[config.mk]
export PLATFORM = sky130hd
export DESIGN_NAME = graph_depth_first_walk_flat
export DESIGN_NICKNAME = d
export VERILOG_FILES = /design/src/rtl/gdfw_pkg.sv /design/src/rtl/gdfw_if.sv /design/src/rtl/gdfw_edge_mem.sv /design/src/rtl/gdfw_frame_mem.sv /design/src/rtl/graph_depth_first_walk.sv /design/src/flat_wrapper.sv
export SDC_FILE = /design/constraint.sdc
export NUM_CORES = 1
export LEC_CHECK = 0
export ABC_AREA = 1
export BUFFER_PORTS_ARGS = -buffer_cell sky130_fd_sc_hd__buf_2
export CORE_MARGIN = 3
export CORE_UTILIZATION = 55
export DETAILED_ROUTE_END_ITERATION = 12
export PLACE_DENSITY = 0.77
export SLEW_MARGIN = 5
export SYNTH_ARGS = -nofsm -noshare
export SYNTH_HDL_FRONTEND = slang
export SYNTH_SLANG_ARGS = --single-unit
[constraint.sdc]
create_clock -name clk -period 3.3 [get_ports clk]
set_input_delay 0.495 -clock clk [delete_from_list [all_inputs] [get_ports clk]]
set_output_delay 0.495 -clock clk [all_outputs]
set_load 0.03 [all_outputs]
[src/rtl/gdfw_pkg.sv]
// Package for the depth-first graph walk: sizes, codes, state encoding and
// the request structs between the sequencer and its memories. No dependencies.
`timescale 1ns / 1ps

package gdfw_pkg;

  localparam int NODES      = 16;
  localparam int EDGE_SLOTS = 32;

  localparam int NODE_W  = 4;
  localparam int LEVEL_W = 5;
  localparam int SLVL_W  = 4;
  localparam int EDGE_AW = $clog2(EDGE_SLOTS);
  localparam int COUNT_W = $clog2(EDGE_SLOTS + 1);
  localparam int TOP_W   = $clog2(NODES);

  typedef logic [NODE_W-1:0]  node_t;
  typedef logic [LEVEL_W-1:0] level_t;
  typedef logic [COUNT_W-1:0] count_t;
  typedef logic [TOP_W-1:0]   top_t;

  typedef enum logic [1:0] {
    CMD_ADD   = 2'd0,
    CMD_RUN   = 2'd1,
    CMD_CLEAR = 2'd2
  } cmd_t;

  typedef enum logic [2:0] {
    EV_ENTER = 3'd0,
    EV_SKIP  = 3'd1,
    EV_RET   = 3'd2,
    EV_ADDED = 3'd3,
    EV_FULL  = 3'd4
  } ev_t;

  typedef enum logic [2:0] {
    S_IDLE,
    S_ADDRES,
    S_START,
    S_SCAN,
    S_HIT,
    S_RET,
    S_POP
  } state_t;

  typedef struct packed {
    logic               wr;
    logic [EDGE_AW-1:0] addr;
    node_t              origin;
    node_t              target;
  } edge_req_t;

  typedef struct packed {
    logic   wr;
    top_t   addr;
    node_t  node;
    count_t pos;
  } frame_req_t;

endpackage

[src/rtl/gdfw_if.sv]
// Request channel interfaces of the depth-first graph walk.
// Depends on gdfw_pkg for the field types.
`timescale 1ns / 1ps

interface gdfw_in_if;
  logic                 valid;
  logic                 ready;
  logic [1:0]           command;
  gdfw_pkg::node_t      source_node;
  gdfw_pkg::node_t      dest_node;
  logic [gdfw_pkg::SLVL_W-1:0] start_level;

  modport source (output valid, command, source_node, dest_node, start_level,
                  input ready);
  modport sink (input valid, command, source_node, dest_node, start_level,
                output ready);
endinterface

interface gdfw_out_if;
  logic             valid;
  logic             ready;
  logic [2:0]       event_res;
  gdfw_pkg::node_t  node;
  gdfw_pkg::level_t level;
  logic             last;

  modport source (output valid, event_res, node, level, last, input ready);
  modport sink (input valid, event_res, node, level, last, output ready);
endinterface

[src/rtl/gdfw_edge_mem.sv]
// Edge store of the graph walk: one synchronous memory of origin/target pairs
// with a single port and registered read data. Depends on gdfw_pkg.
`timescale 1ns / 1ps

module gdfw_edge_mem (
  input  logic                clk,
  input  gdfw_pkg::edge_req_t req,
  output gdfw_pkg::node_t     rd_origin,
  output gdfw_pkg::node_t     rd_target
);
  import gdfw_pkg::*;

  logic [2*NODE_W-1:0] mem [EDGE_SLOTS];

  always_ff @(posedge clk) begin
    if (req.wr) begin
      mem[req.addr] <= {req.origin, req.target};
    end
    {rd_origin, rd_target} <= mem[req.addr];
  end

endmodule

[src/rtl/gdfw_frame_mem.sv]
// Frame stack of the graph walk: node and scan position of each suspended
// frame, one synchronous single-port memory. Depends on gdfw_pkg.
`timescale 1ns / 1ps

module gdfw_frame_mem (
  input  logic                 clk,
  input  gdfw_pkg::frame_req_t req,
  output gdfw_pkg::node_t      rd_node,
  output gdfw_pkg::count_t     rd_pos
);
  import gdfw_pkg::*;

  logic [NODE_W+COUNT_W-1:0] mem [NODES];

  always_ff @(posedge clk) begin
    if (req.wr) begin
      mem[req.addr] <= {req.node, req.pos};
    end
    {rd_node, rd_pos} <= mem[req.addr];
  end

endmodule

[src/rtl/graph_depth_first_walk.sv]
// Depth-first walk over a directed graph held in an edge memory; one request at a time.
// Add: one result, from S_ADDRES through the output register. Clear: no result.
// Run: one edge read per cycle in S_SCAN; the walk waits in S_START, S_HIT and S_RET while
// the output stalls. Found edges go through S_HIT, returns through S_RET, pops through S_POP.
// Reset (synchronous, rst_n low) empties the edge store, clears the visited marks and the
// output valid; the memories themselves are not cleared.
`timescale 1ns / 1ps

module graph_depth_first_walk (
  input logic       clk,
  input logic       rst_n,
  gdfw_in_if.sink   in_chan,
  gdfw_out_if.source out_chan
);
  import gdfw_pkg::*;

  state_t     state_r, state_nxt;
  count_t     edge_count_r, edge_count_nxt;
  logic [NODES-1:0] visited_r, visited_nxt;
  node_t      cur_r, cur_nxt;
  count_t     scan_pos_r, scan_pos_nxt;
  count_t     pend_pos_r, pend_pos_nxt;
  logic       pend_r, pend_nxt;
  top_t       top_r, top_nxt;
  logic [SLVL_W-1:0] lvl0_r, lvl0_nxt;
  node_t      hit_node_r, hit_node_nxt;
  ev_t        res_ev_r, res_ev_nxt;
  node_t      res_node_r, res_node_nxt;

  logic       out_valid_r, out_valid_nxt;
  ev_t        out_ev_r;
  node_t      out_node_r;
  level_t     out_level_r;
  logic       out_last_r;

  logic       emit;
  ev_t        emit_ev;
  node_t      emit_node;
  level_t     emit_level;
  logic       emit_last;
  logic       can_emit;
  logic       accept;
  level_t     cur_level;

  edge_req_t  edge_req;
  frame_req_t frame_req;
  node_t      edge_rd_origin, edge_rd_target;
  node_t      frame_rd_node;
  count_t     frame_rd_pos;

  gdfw_edge_mem u_edge_mem (
    .clk       (clk),
    .req       (edge_req),
    .rd_origin (edge_rd_origin),
    .rd_target (edge_rd_target)
  );

  gdfw_frame_mem u_frame_mem (
    .clk     (clk),
    .req     (frame_req),
    .rd_node (frame_rd_node),
    .rd_pos  (frame_rd_pos)
  );

  assign in_chan.ready = (state_r == S_IDLE);
  assign accept        = in_chan.valid && in_chan.ready;
  assign can_emit      = !out_valid_r || out_chan.ready;
  assign cur_level     = {1'b0, lvl0_r} + {{(LEVEL_W-TOP_W){1'b0}}, top_r};

  always_comb begin
    state_nxt      = state_r;
    edge_count_nxt = edge_count_r;
    visited_nxt    = visited_r;
    cur_nxt        = cur_r;
    scan_pos_nxt   = scan_pos_r;
    pend_pos_nxt   = pend_pos_r;
    pend_nxt       = pend_r;
    top_nxt        = top_r;
    lvl0_nxt       = lvl0_r;
    hit_node_nxt   = hit_node_r;
    res_ev_nxt     = res_ev_r;
    res_node_nxt   = res_node_r;
    emit           = 1'b0;
    emit_ev        = EV_ENTER;
    emit_node      = cur_r;
    emit_level     = cur_level;
    emit_last      = 1'b0;
    edge_req       = '{wr: 1'b0, addr: scan_pos_r[EDGE_AW-1:0],
                       origin: in_chan.source_node, target: in_chan.dest_node};
    frame_req      = '{wr: 1'b0, addr: top_r, node: cur_r, pos: scan_pos_r};

    unique case (state_r)
      S_IDLE: begin
        if (accept) begin
          priority if (in_chan.command == CMD_ADD) begin
            res_node_nxt = in_chan.source_node;
            if (edge_count_r >= COUNT_W'(EDGE_SLOTS)) begin
              res_ev_nxt = EV_FULL;
            end else begin
              res_ev_nxt     = EV_ADDED;
              edge_req.wr    = 1'b1;
              edge_req.addr  = edge_count_r[EDGE_AW-1:0];
              edge_count_nxt = edge_count_r + 1'b1;
            end
            state_nxt = S_ADDRES;
          end else if (in_chan.command == CMD_RUN) begin
            visited_nxt[in_chan.source_node] = 1'b1;
            cur_nxt      = in_chan.source_node;
            scan_pos_nxt = '0;
            pend_nxt     = 1'b0;
            top_nxt      = '0;
            lvl0_nxt     = in_chan.start_level;
            state_nxt    = S_START;
          end else if (in_chan.command == CMD_CLEAR) begin
            edge_count_nxt = '0;
            visited_nxt    = '0;
          end else begin
            state_nxt = S_IDLE;
          end
        end
      end
      S_ADDRES: begin
        if (can_emit) begin
          emit       = 1'b1;
          emit_ev    = res_ev_r;
          emit_node  = res_node_r;
          emit_level = '0;
          emit_last  = 1'b1;
          state_nxt  = S_IDLE;
        end
      end
      S_START: begin
        if (can_emit) begin
          emit      = 1'b1;
          state_nxt = S_SCAN;
        end
      end
      S_SCAN: begin
        if (pend_r && (edge_rd_origin == cur_r)) begin
          hit_node_nxt = edge_rd_target;
          scan_pos_nxt = pend_pos_r + 1'b1;
          pend_nxt     = 1'b0;
          state_nxt    = S_HIT;
        end else if (scan_pos_r >= edge_count_r) begin
          pend_nxt  = 1'b0;
          state_nxt = S_RET;
        end else begin
          pend_nxt     = 1'b1;
          pend_pos_nxt = scan_pos_r;
          scan_pos_nxt = scan_pos_r + 1'b1;
        end
      end
      S_HIT: begin
        if (can_emit) begin
          emit      = 1'b1;
          emit_node = hit_node_r;
          if (!visited_r[hit_node_r] && (top_r < TOP_W'(NODES - 1))) begin
            frame_req.wr            = 1'b1;
            visited_nxt[hit_node_r] = 1'b1;
            cur_nxt                 = hit_node_r;
            scan_pos_nxt            = '0;
            top_nxt                 = top_r + 1'b1;
            emit_ev                 = EV_ENTER;
            emit_level              = cur_level + 1'b1;
          end else begin
            emit_ev = EV_SKIP;
          end
          state_nxt = S_SCAN;
        end
      end
      S_RET: begin
        if (can_emit) begin
          emit      = 1'b1;
          emit_ev   = EV_RET;
          emit_last = (top_r == '0);
          if (top_r == '0) begin
            state_nxt = S_IDLE;
          end else begin
            frame_req.addr = top_r - 1'b1;
            top_nxt        = top_r - 1'b1;
            state_nxt      = S_POP;
          end
        end
      end
      S_POP: begin
        cur_nxt      = frame_rd_node;
        scan_pos_nxt = frame_rd_pos;
        pend_nxt     = 1'b0;
        state_nxt    = S_SCAN;
      end
      default: begin
        state_nxt = S_IDLE;
      end
    endcase
  end

  assign out_valid_nxt = emit || (out_valid_r && !out_chan.ready);

  always_ff @(posedge clk) begin
    if (!rst_n) begin
      state_r      <= S_IDLE;
      edge_count_r <= '0;
      visited_r    <= '0;
      pend_r       <= 1'b0;
      top_r        <= '0;
      out_valid_r  <= 1'b0;
    end else begin
      state_r      <= state_nxt;
      edge_count_r <= edge_count_nxt;
      visited_r    <= visited_nxt;
      pend_r       <= pend_nxt;
      top_r        <= top_nxt;
      out_valid_r  <= out_valid_nxt;
    end
  end

  always_ff @(posedge clk) begin
    cur_r      <= cur_nxt;
    scan_pos_r <= scan_pos_nxt;
    pend_pos_r <= pend_pos_nxt;
    lvl0_r     <= lvl0_nxt;
    hit_node_r <= hit_node_nxt;
    res_ev_r   <= res_ev_nxt;
    res_node_r <= res_node_nxt;
    if (emit) begin
      out_ev_r    <= emit_ev;
      out_node_r  <= emit_node;
      out_level_r <= emit_level;
      out_last_r  <= emit_last;
    end
  end

  assign out_chan.valid     = out_valid_r;
  assign out_chan.event_res = out_ev_r;
  assign out_chan.node      = out_node_r;
  assign out_chan.level     = out_level_r;
  assign out_chan.last      = out_last_r;

endmodule

[src/flat_wrapper.sv]
// flat-port wrapper written by rule: the top's interface ports become plain ports
module graph_depth_first_walk_flat import gdfw_pkg::*;
  (clk, rst_n, in_chan_valid, in_chan_command, in_chan_source_node, in_chan_dest_node, in_chan_start_level, in_chan_ready, out_chan_valid, out_chan_event_res, out_chan_node, out_chan_level, out_chan_last, out_chan_ready);
  gdfw_in_if in_chan_i ();
  gdfw_out_if out_chan_i ();
  input logic clk;
  input logic rst_n;
  input wire logic [$bits(in_chan_i.valid)-1:0] in_chan_valid;
  input wire logic [$bits(in_chan_i.command)-1:0] in_chan_command;
  input wire logic [$bits(in_chan_i.source_node)-1:0] in_chan_source_node;
  input wire logic [$bits(in_chan_i.dest_node)-1:0] in_chan_dest_node;
  input wire logic [$bits(in_chan_i.start_level)-1:0] in_chan_start_level;
  output wire logic [$bits(in_chan_i.ready)-1:0] in_chan_ready;
  output wire logic [$bits(out_chan_i.valid)-1:0] out_chan_valid;
  output wire logic [$bits(out_chan_i.event_res)-1:0] out_chan_event_res;
  output wire logic [$bits(out_chan_i.node)-1:0] out_chan_node;
  output wire logic [$bits(out_chan_i.level)-1:0] out_chan_level;
  output wire logic [$bits(out_chan_i.last)-1:0] out_chan_last;
  input wire logic [$bits(out_chan_i.ready)-1:0] out_chan_ready;
  assign in_chan_i.valid = in_chan_valid;
  assign in_chan_i.command = in_chan_command;
  assign in_chan_i.source_node = in_chan_source_node;
  assign in_chan_i.dest_node = in_chan_dest_node;
  assign in_chan_i.start_level = in_chan_start_level;
  assign in_chan_ready = in_chan_i.ready;
  assign out_chan_valid = out_chan_i.valid;
  assign out_chan_event_res = out_chan_i.event_res;
  assign out_chan_node = out_chan_i.node;
  assign out_chan_level = out_chan_i.level;
  assign out_chan_last = out_chan_i.last;
  assign out_chan_i.ready = out_chan_ready;
  graph_depth_first_walk u_core (.clk(clk), .rst_n(rst_n), .in_chan(in_chan_i), .out_chan(out_chan_i));
endmodule
# Yosys cells after proc, flatten, opt, wreduce, memory -nomap -nowiden
# Memory sizes are Yosys's and may differ from the RTL's. A register that Yosys moved wholly into a read port is not among the register bits.
# Cells that the tools add are included.
[word_totals] register_bits=75 ramBits=416 inputBits=18 out_inout_bits=15 word_cells=179 n_memories=2
[mem_list] name="u_core.u_edge_mem.mem" words=32 width=8 read_ports=1 rd_ports_with_merged_regs=1 wr=1 line_no="gdfw_edge_mem.sv:13" source="logic [2*NODE_W-1:0] mem [EDGE_SLOTS];"
[mem_list] name="u_core.u_frame_mem.mem" words=16 width=10 read_ports=1 rd_ports_with_merged_regs=1 wr=1 line_no="gdfw_frame_mem.sv:13" source="logic [NODE_W+COUNT_W-1:0] mem [NODES];"
[classes] n_addsub=7 order_cmp=7 n_eq_ne=23 n_mux=85 n_bitwise=5 n_reduce_logical=33
[op_table] cell="2-to-1 mux 16 bit" count=6
[op_table] cell="2-to-1 mux 6 bit" count=15
[op_table] cell="2-to-1 mux 4 bit" count=15
[op_table] cell="2-to-1 mux 3 bit" count=12
[op_table] cell="bitwise OR 16 bit" count=2
[op_table] cell="case mux 16 bit (2 select lines)" count=1
[op_table] cell="case mux 4 bit (3 select lines)" count=2
[op_table] cell="case mux 6 bit (4 select lines)" count=1
[op_table] cell="AND reduction 6 bit" count=4
[op_table] cell="2-to-1 mux 1 bit" count=20
[op_table] cell="adder 6 x 1 -> 6 bit (second input constant)" count=3
[op_table] cell="case mux 3 bit (6 select lines)" count=1
[op_table] cell="2-to-1 mux 5 bit" count=3
[op_table] cell="!= test 2 x 1 -> 1 bit (second input constant)" count=6
[op_table] cell="less-than comparator 4 x 5 -> 1 bit (second input constant)" count=2
[op_table] cell="case mux 5 bit (2 select lines)" count=1
[op_table] cell="== test 3 bit (second input constant)" count=3
[op_table] cell="case mux 3 bit (3 select lines)" count=1
[op_table] cell="nonzero test 3 bit" count=3
[op_table] cell="demux 1 bit (select 4 bit)" count=2
[op_table] cell="greater-or-equal comparator 4 x 1 -> 1 bit (second input constant)" count=2
[op_table] cell="!= test 2 bit (second input constant)" count=4
[op_table] cell="case mux 4 bit (2 select lines)" count=1
[op_table] cell="AND reduction 4 bit" count=2
[op_table] cell="35 further kinds" count=48

# Logic depth before layout (Yosys ltp)
[depth] ltp_word=9 mapped_depth=18 depth_no_buf=16

# Modules after synthesis
# A second synthesis with hierarchy kept.
[unflattened] hier_cells=2378 hier_area_um2=22706.8
[modules_own_cells] module="gdfw_edge_mem" instances=1 cells_each=1063 area_per_inst_um2=10988.0 seq_area_each_um2=7847.5
[modules_own_cells] module="gdfw_frame_mem" instances=1 cells_each=679 area_per_inst_um2=7015.5 seq_area_each_um2=5004.8
[modules_own_cells] module="graph_depth_first_walk" instances=1 cells_each=636 area_per_inst_um2=4703.3 seq_area_each_um2=1911.8

# Worst setup path before layout
# Ideal clock, no wire load.
[synth_timing] path_type="input-to-reg" startpoint="input port in_chan_command[0]" endpoint="memory u_core.u_edge_mem.mem[13][0] (netlist name), enable pin" setup_time_ns=0.370 arrival_time_ns=2.367 required_time_ns=2.930 slack_ns=0.563 cell_stages=10 n_path_buf=2 path_cell_list="inv_1 ha_1 inv_2 nor2_4 nand4_4 a21oi_1 buf_2 buf_4 nand4_2 nor2_1"
[synth_between] elab_chain_len=6
[synth_lines] item="from (decl)" line_no="flat_wrapper.sv:9" source="input wire logic [$bits(in_chan_i.command)-1:0] in_chan_command;"
[synth_lines] item="logical NOT 2 bit (*)" line_no="graph_depth_first_walk.sv:95" source="priority if (in_chan.command == CMD_ADD) begin"
[synth_lines] item="2-to-1 mux 6 bit (*)" line_no="graph_depth_first_walk.sv:95"
[synth_lines] item="2-to-1 mux 6 bit (*)" line_no="graph_depth_first_walk.sv:94" source="if (accept) begin"
[synth_lines] item="2-to-1 mux 6 bit (*)" line_no="graph_depth_first_walk.sv:92" source="unique case (state_r)"
[synth_lines] item="2-to-1 mux 1 bit" line_no="gdfw_edge_mem.sv:16" source="if (req.wr) begin"
[synth_lines] item="2-to-1 mux 1 bit (not written as such)" line_no="gdfw_edge_mem.sv:17" source="mem[req.addr] <= {req.origin, req.target};"
[synth_lines] item="to (decl)" line_no="gdfw_edge_mem.sv:13"
# Mark *: on every way between the ends. The rest lies on a longest branch, timed or not.

# Worst setup path after layout
[layout_timing] startpoint="register u_core.top_r[0]" endpoint="memory u_core.u_frame_mem.mem[10][1] (netlist name), enable pin"
[layout_between] elab_chain_len=7 word_cells_on_any_way=12 classes_between="1 x add/sub; 1 x order compare; 8 x mux; 2 x reduce/logical"
[layout_lines] item="from (decl)" line_no="graph_depth_first_walk.sv:24" source="top_t top_r, top_nxt;"
[layout_lines] item="from (signal assigned)" line_no="graph_depth_first_walk.sv:212" source="top_r <= top_nxt;"
[layout_lines] item="less-than comparator 4 bit" line_no="graph_depth_first_walk.sv:157" source="if (!visited_r[hit_node_r] && (top_r < TOP_W'(NODES - 1))) begin"
[layout_lines] item="logical AND 1 bit" line_no="graph_depth_first_walk.sv:157"
[layout_lines] item="2-to-1 mux 1 bit" line_no="graph_depth_first_walk.sv:157"
[layout_lines] item="2-to-1 mux 1 bit" line_no="graph_depth_first_walk.sv:154" source="if (can_emit) begin"
[layout_lines] item="2-to-1 mux 1 bit" line_no="graph_depth_first_walk.sv:92"
[layout_lines] item="2-to-1 mux 1 bit" line_no="gdfw_frame_mem.sv:16" source="if (req.wr) begin"
[layout_lines] item="2-to-1 mux 1 bit (not written as such)" line_no="gdfw_frame_mem.sv:17" source="mem[req.addr] <= {req.node, req.pos};"
[layout_lines] item="to (decl)" line_no="gdfw_frame_mem.sv:13"
# Parallel ways exist; a longest one is shown, timed or not.

==> results.sh <==
export IMPL_status="completed"
export IMPL_fin_ws_ns=0.3483
export IMPL_slowest_delay_ns=0.56
export IMPL_power_density_nw_per_um2=816.7
export IMPL_io_buffers=32
export IMPL_diodes=0
export IMPL_synth_lib_cells_used_distinct=41
export IMPL_hp_class="input pin to flop"
export IMPL_num_vias=17040
export IMPL_cp_start_kind="flop"
export IMPL_core_um2=40920
export IMPL_grt_pass1_wl_um=88860
export IMPL_place_ws_ns=0.2999
export IMPL_drc_errors=0
export IMPL_synthCells=2390
export IMPL_period_share_pct=89.45
export IMPL_critPathArrivalTime_ns=3.23
export IMPL_initial_utilization_pct=55.89
export IMPL_cts_sinks=508
export IMPL_slowest_stage="dfxtp_1"
export IMPL_clk_latency_ns=0.59
export IMPL_finalCriticalPeriod_ns=2.952
export IMPL_worstPathRequired_ns=3.58
export IMPL_grt_busiest_layer="met2"
export IMPL_cts_buffers=50
export IMPL_syn_avg_cell_area_um2=9.571
export IMPL_rsz0062_at_grt="no"
export IMPL_nets=2520
export IMPL_routedWlPerCell_um=18.24
export IMPL_multi_input_area_um2=7251
export IMPL_grt_usage_pct=25.45
export IMPL_skew_ns=0.02669
export IMPL_cap_violations=0
export IMPL_finalSetupViolCount=0
export IMPL_antenna_found_initial=1
export IMPL_tritoncts="yes"
export IMPL_vias_per_cell=5.582
export IMPL_die_h_um=209.9
export IMPL_root_buffer="clkbuf_16"
export IMPL_drtPass1Iterations=6
export IMPL_relSlewSlack_pct=46.68
export IMPL_htree_levels=2
export IMPL_placed_cell_area_um2=24150
export IMPL_maxSlewViolCount=0
export IMPL_max_clock_freq_mhz=338.8
export IMPL_cp_max_fo=17
export IMPL_first_iter_violations=1933
export IMPL_cts_setup_buffers=0
export IMPL_synth_nets=2429
export IMPL_routed_wirelength_um=55680
export IMPL_worstRegToRegCells=11
export IMPL_hold_buffers=0
export IMPL_grt_use_met2_pct=42.18
export IMPL_syn_area_um2=22870
export IMPL_final_area_um2=25740
export IMPL_fillCellCount=3220
export IMPL_rows=74
export IMPL_peakVddDrop_mv=0.6087
export IMPL_ys_flop_type="edfxtp_1"
export IMPL_dieArea_um2=44070
export IMPL_leakage_nw=10.83
export IMPL_critPathKind="flop to flop"
export IMPL_post_cts_resized=0
export IMPL_ys_warn_count=0
export IMPL_layout_drive_gt1_share_pct=10.15
export IMPL_synth_edff_count=459
export IMPL_r2r_slack_ns=0.35
export IMPL_ys_seq_elements=508
export IMPL_area_growth_synth_to_final_pct=12.54
export IMPL_grt_pass1_vias=16430
export IMPL_grt_start_max_net_pins=73
export IMPL_path_cells="inv_1 > ha_1 > nand3_1 > nand2_1 > a21oi_1 > o21ai_1 > nand2_1 > buf_4 > nand3_1 > nor2_1 > buf_4"
export IMPL_regArea_um2=14760
export IMPL_cp_end_kind="flop"
export IMPL_grt_use_met1_pct=34.35
export IMPL_ys_seq_area_share_pct=64.54
export IMPL_fp_dieW_um=209.9
export IMPL_hold_viol=0
export IMPL_cts_path_max_buffers=3
export IMPL_min_path_cells=1
export IMPL_setup_tns_ns=0
export IMPL_ant_nets=0
export IMPL_grt_ovfl_total=0
export IMPL_dp_hpwl_um=35960
export IMPL_async_reset_ff_share_pct=0
export IMPL_gp_congestion=0.9307
export IMPL_ios=33
export IMPL_worstMarginPinSlew_ns=0.7997
export IMPL_use_met3_pct=4.554
export IMPL_clk_pin_slew_ns=0.06
-- kinds of logic after synthesis --
group	count (synthesis)	synth area share, %
simple gates	1523	27.09
fa+ha+maj	21	1.181
buf+inv	210	3.916
compound gates	123	3.074
xor+xnor	5	0.1914
flops	508	64.54
-- synth_stat cells (all sizes together), types with 2 or more instances --
library cell / n / area share (%)
ha: 20 / 1.1
clkbuf: 23 / 0.38
a21oi: 72 / 1.6
edfxtp: 459 / 60
dfxtp: 49 / 4.3
o211ai: 3 / 0.098
buf: 78 / 1.8
nand3b: 16 / 0.53
nand4: 11 / 0.39
nor3: 16 / 0.71
inv: 109 / 1.8
o21ai: 21 / 0.59
xor2: 5 / 0.19
nand3: 175 / 3.9
o31ai: 2 / 0.066
o22ai: 17 / 0.46
a31oi: 3 / 0.082
nor2: 134 / 2.4
nand2: 1169 / 19
-- worst max-delay path: cells and delay by family (launching register included) --
kind / cells / cell delay [ns]
AND/OR/NAND/NOR: 5 / 0.89
adder cells (fa/ha/maj): 1 / 0.27
buffers and inverters: 3 / 0.65
flip-flops: 1 / 0.56
AO/OA/AOI/OAI: 2 / 0.27
-- stage by stage --
stage	instances	hold WS (ns)	utilization (%)	total power, mW
3_5_place_dp	2961	0.4624	59.01	15.46
6_report	3053	0.08614	62.90	21.02
4_1_cts	3053	0.05715	62.90	21.03
2_1_floorplan	2390	0.3855	-	13.18
5_1_grt	3053	0.07167	62.90	22.24
3_3_place_gp	2961	0.4722	59.01	15.31
-- registers in the layout, indices dropped and copies added (netlist names) --
signal / flops
u_core.state_r: 3
u_core.out_chan.valid: 1
u_core.out_chan.last: 1
u_core.res_node_r: 4
u_core.out_chan.node: 4
u_core.edge_count_r: 6
u_core.cur_r: 4
u_core.top_r: 4
u_core.u_edge_mem.rd_target: 4
u_core.pend_pos_r: 6
u_core.u_edge_mem.rd_origin: 4
u_core.u_frame_mem.rd_node: 4
u_core.out_chan.event_res: 3
u_core.scan_pos_r: 6
u_core.pend_r: 1
u_core.hit_node_r: 4
u_core.u_frame_mem.rd_pos: 6
u_core.u_frame_mem.mem: 160
u_core.out_chan.level: 5
u_core.u_edge_mem.mem: 256
u_core.visited_r: 16
u_core.res_ev_r: 2
u_core.lvl0_r: 4
-- cell usage in the layout, fill, tap and decap left out, drive strengths merged, types with 2 or more instances in the layout --
cell type,synthesis,routed
nand2,1169,1169
edfxtp,459,459
nand3,175,175
buf,78,140
nor2,134,134
inv,109,110
a21oi,72,72
clkbuf,23,62
dfxtp,49,49
o21ai,21,21
clkinv,0,21
ha,20,20
o22ai,17,17
nand3b,16,16
nor3,16,16
nand4,11,11
xor2,5,5
bufinv,0,4
clkinvlp,0,4
o211ai,3,3
a31oi,3,3
o31ai,2,2
-- power by group --
group	internal, mW	total (mW)	switching, mW
Sequential	7.92	8.30	0.380
Combinational	2.15	7.16	5.01
Clock	3.20	5.56	2.36
Total	13.3	21.0	7.76
-- path summary, 6_finish.rpt --
kind                                        from                            end
setup / recovery                 u_core.top_r[0]  u_core.u_frame_mem.mem[10][1]
hold / removal            in_chan_start_level[0]               u_core.lvl0_r[0]
hold reg to reg   u_core.u_edge_mem.rd_target[1]           u_core.hit_node_r[1]
setup reg to reg                 u_core.top_r[0]  u_core.u_frame_mem.mem[10][1]
-- metal layers --
metal,wire length [um],up-vias,part of all wire [%]
li1,-,8081,-
met1,22150,8005,40
met2,26940,824,48
met3,4868,129,8.7
met4,1701,2,3.1
met5,17,-,0.031
-- cell type report --
class                           count  share of cell area, %
Clock inverter                     30                 0.9575
Sequential cell                   508                  57.35
Clock buffer                       62                  5.235
Multi-Input combinational cell   1672                  28.17
Timing Repair Buffer              140                  4.112
Tap cell                          532                  2.586
Inverter                          109                  1.589
Note: power is estimated with default switching activity, not from simulation.
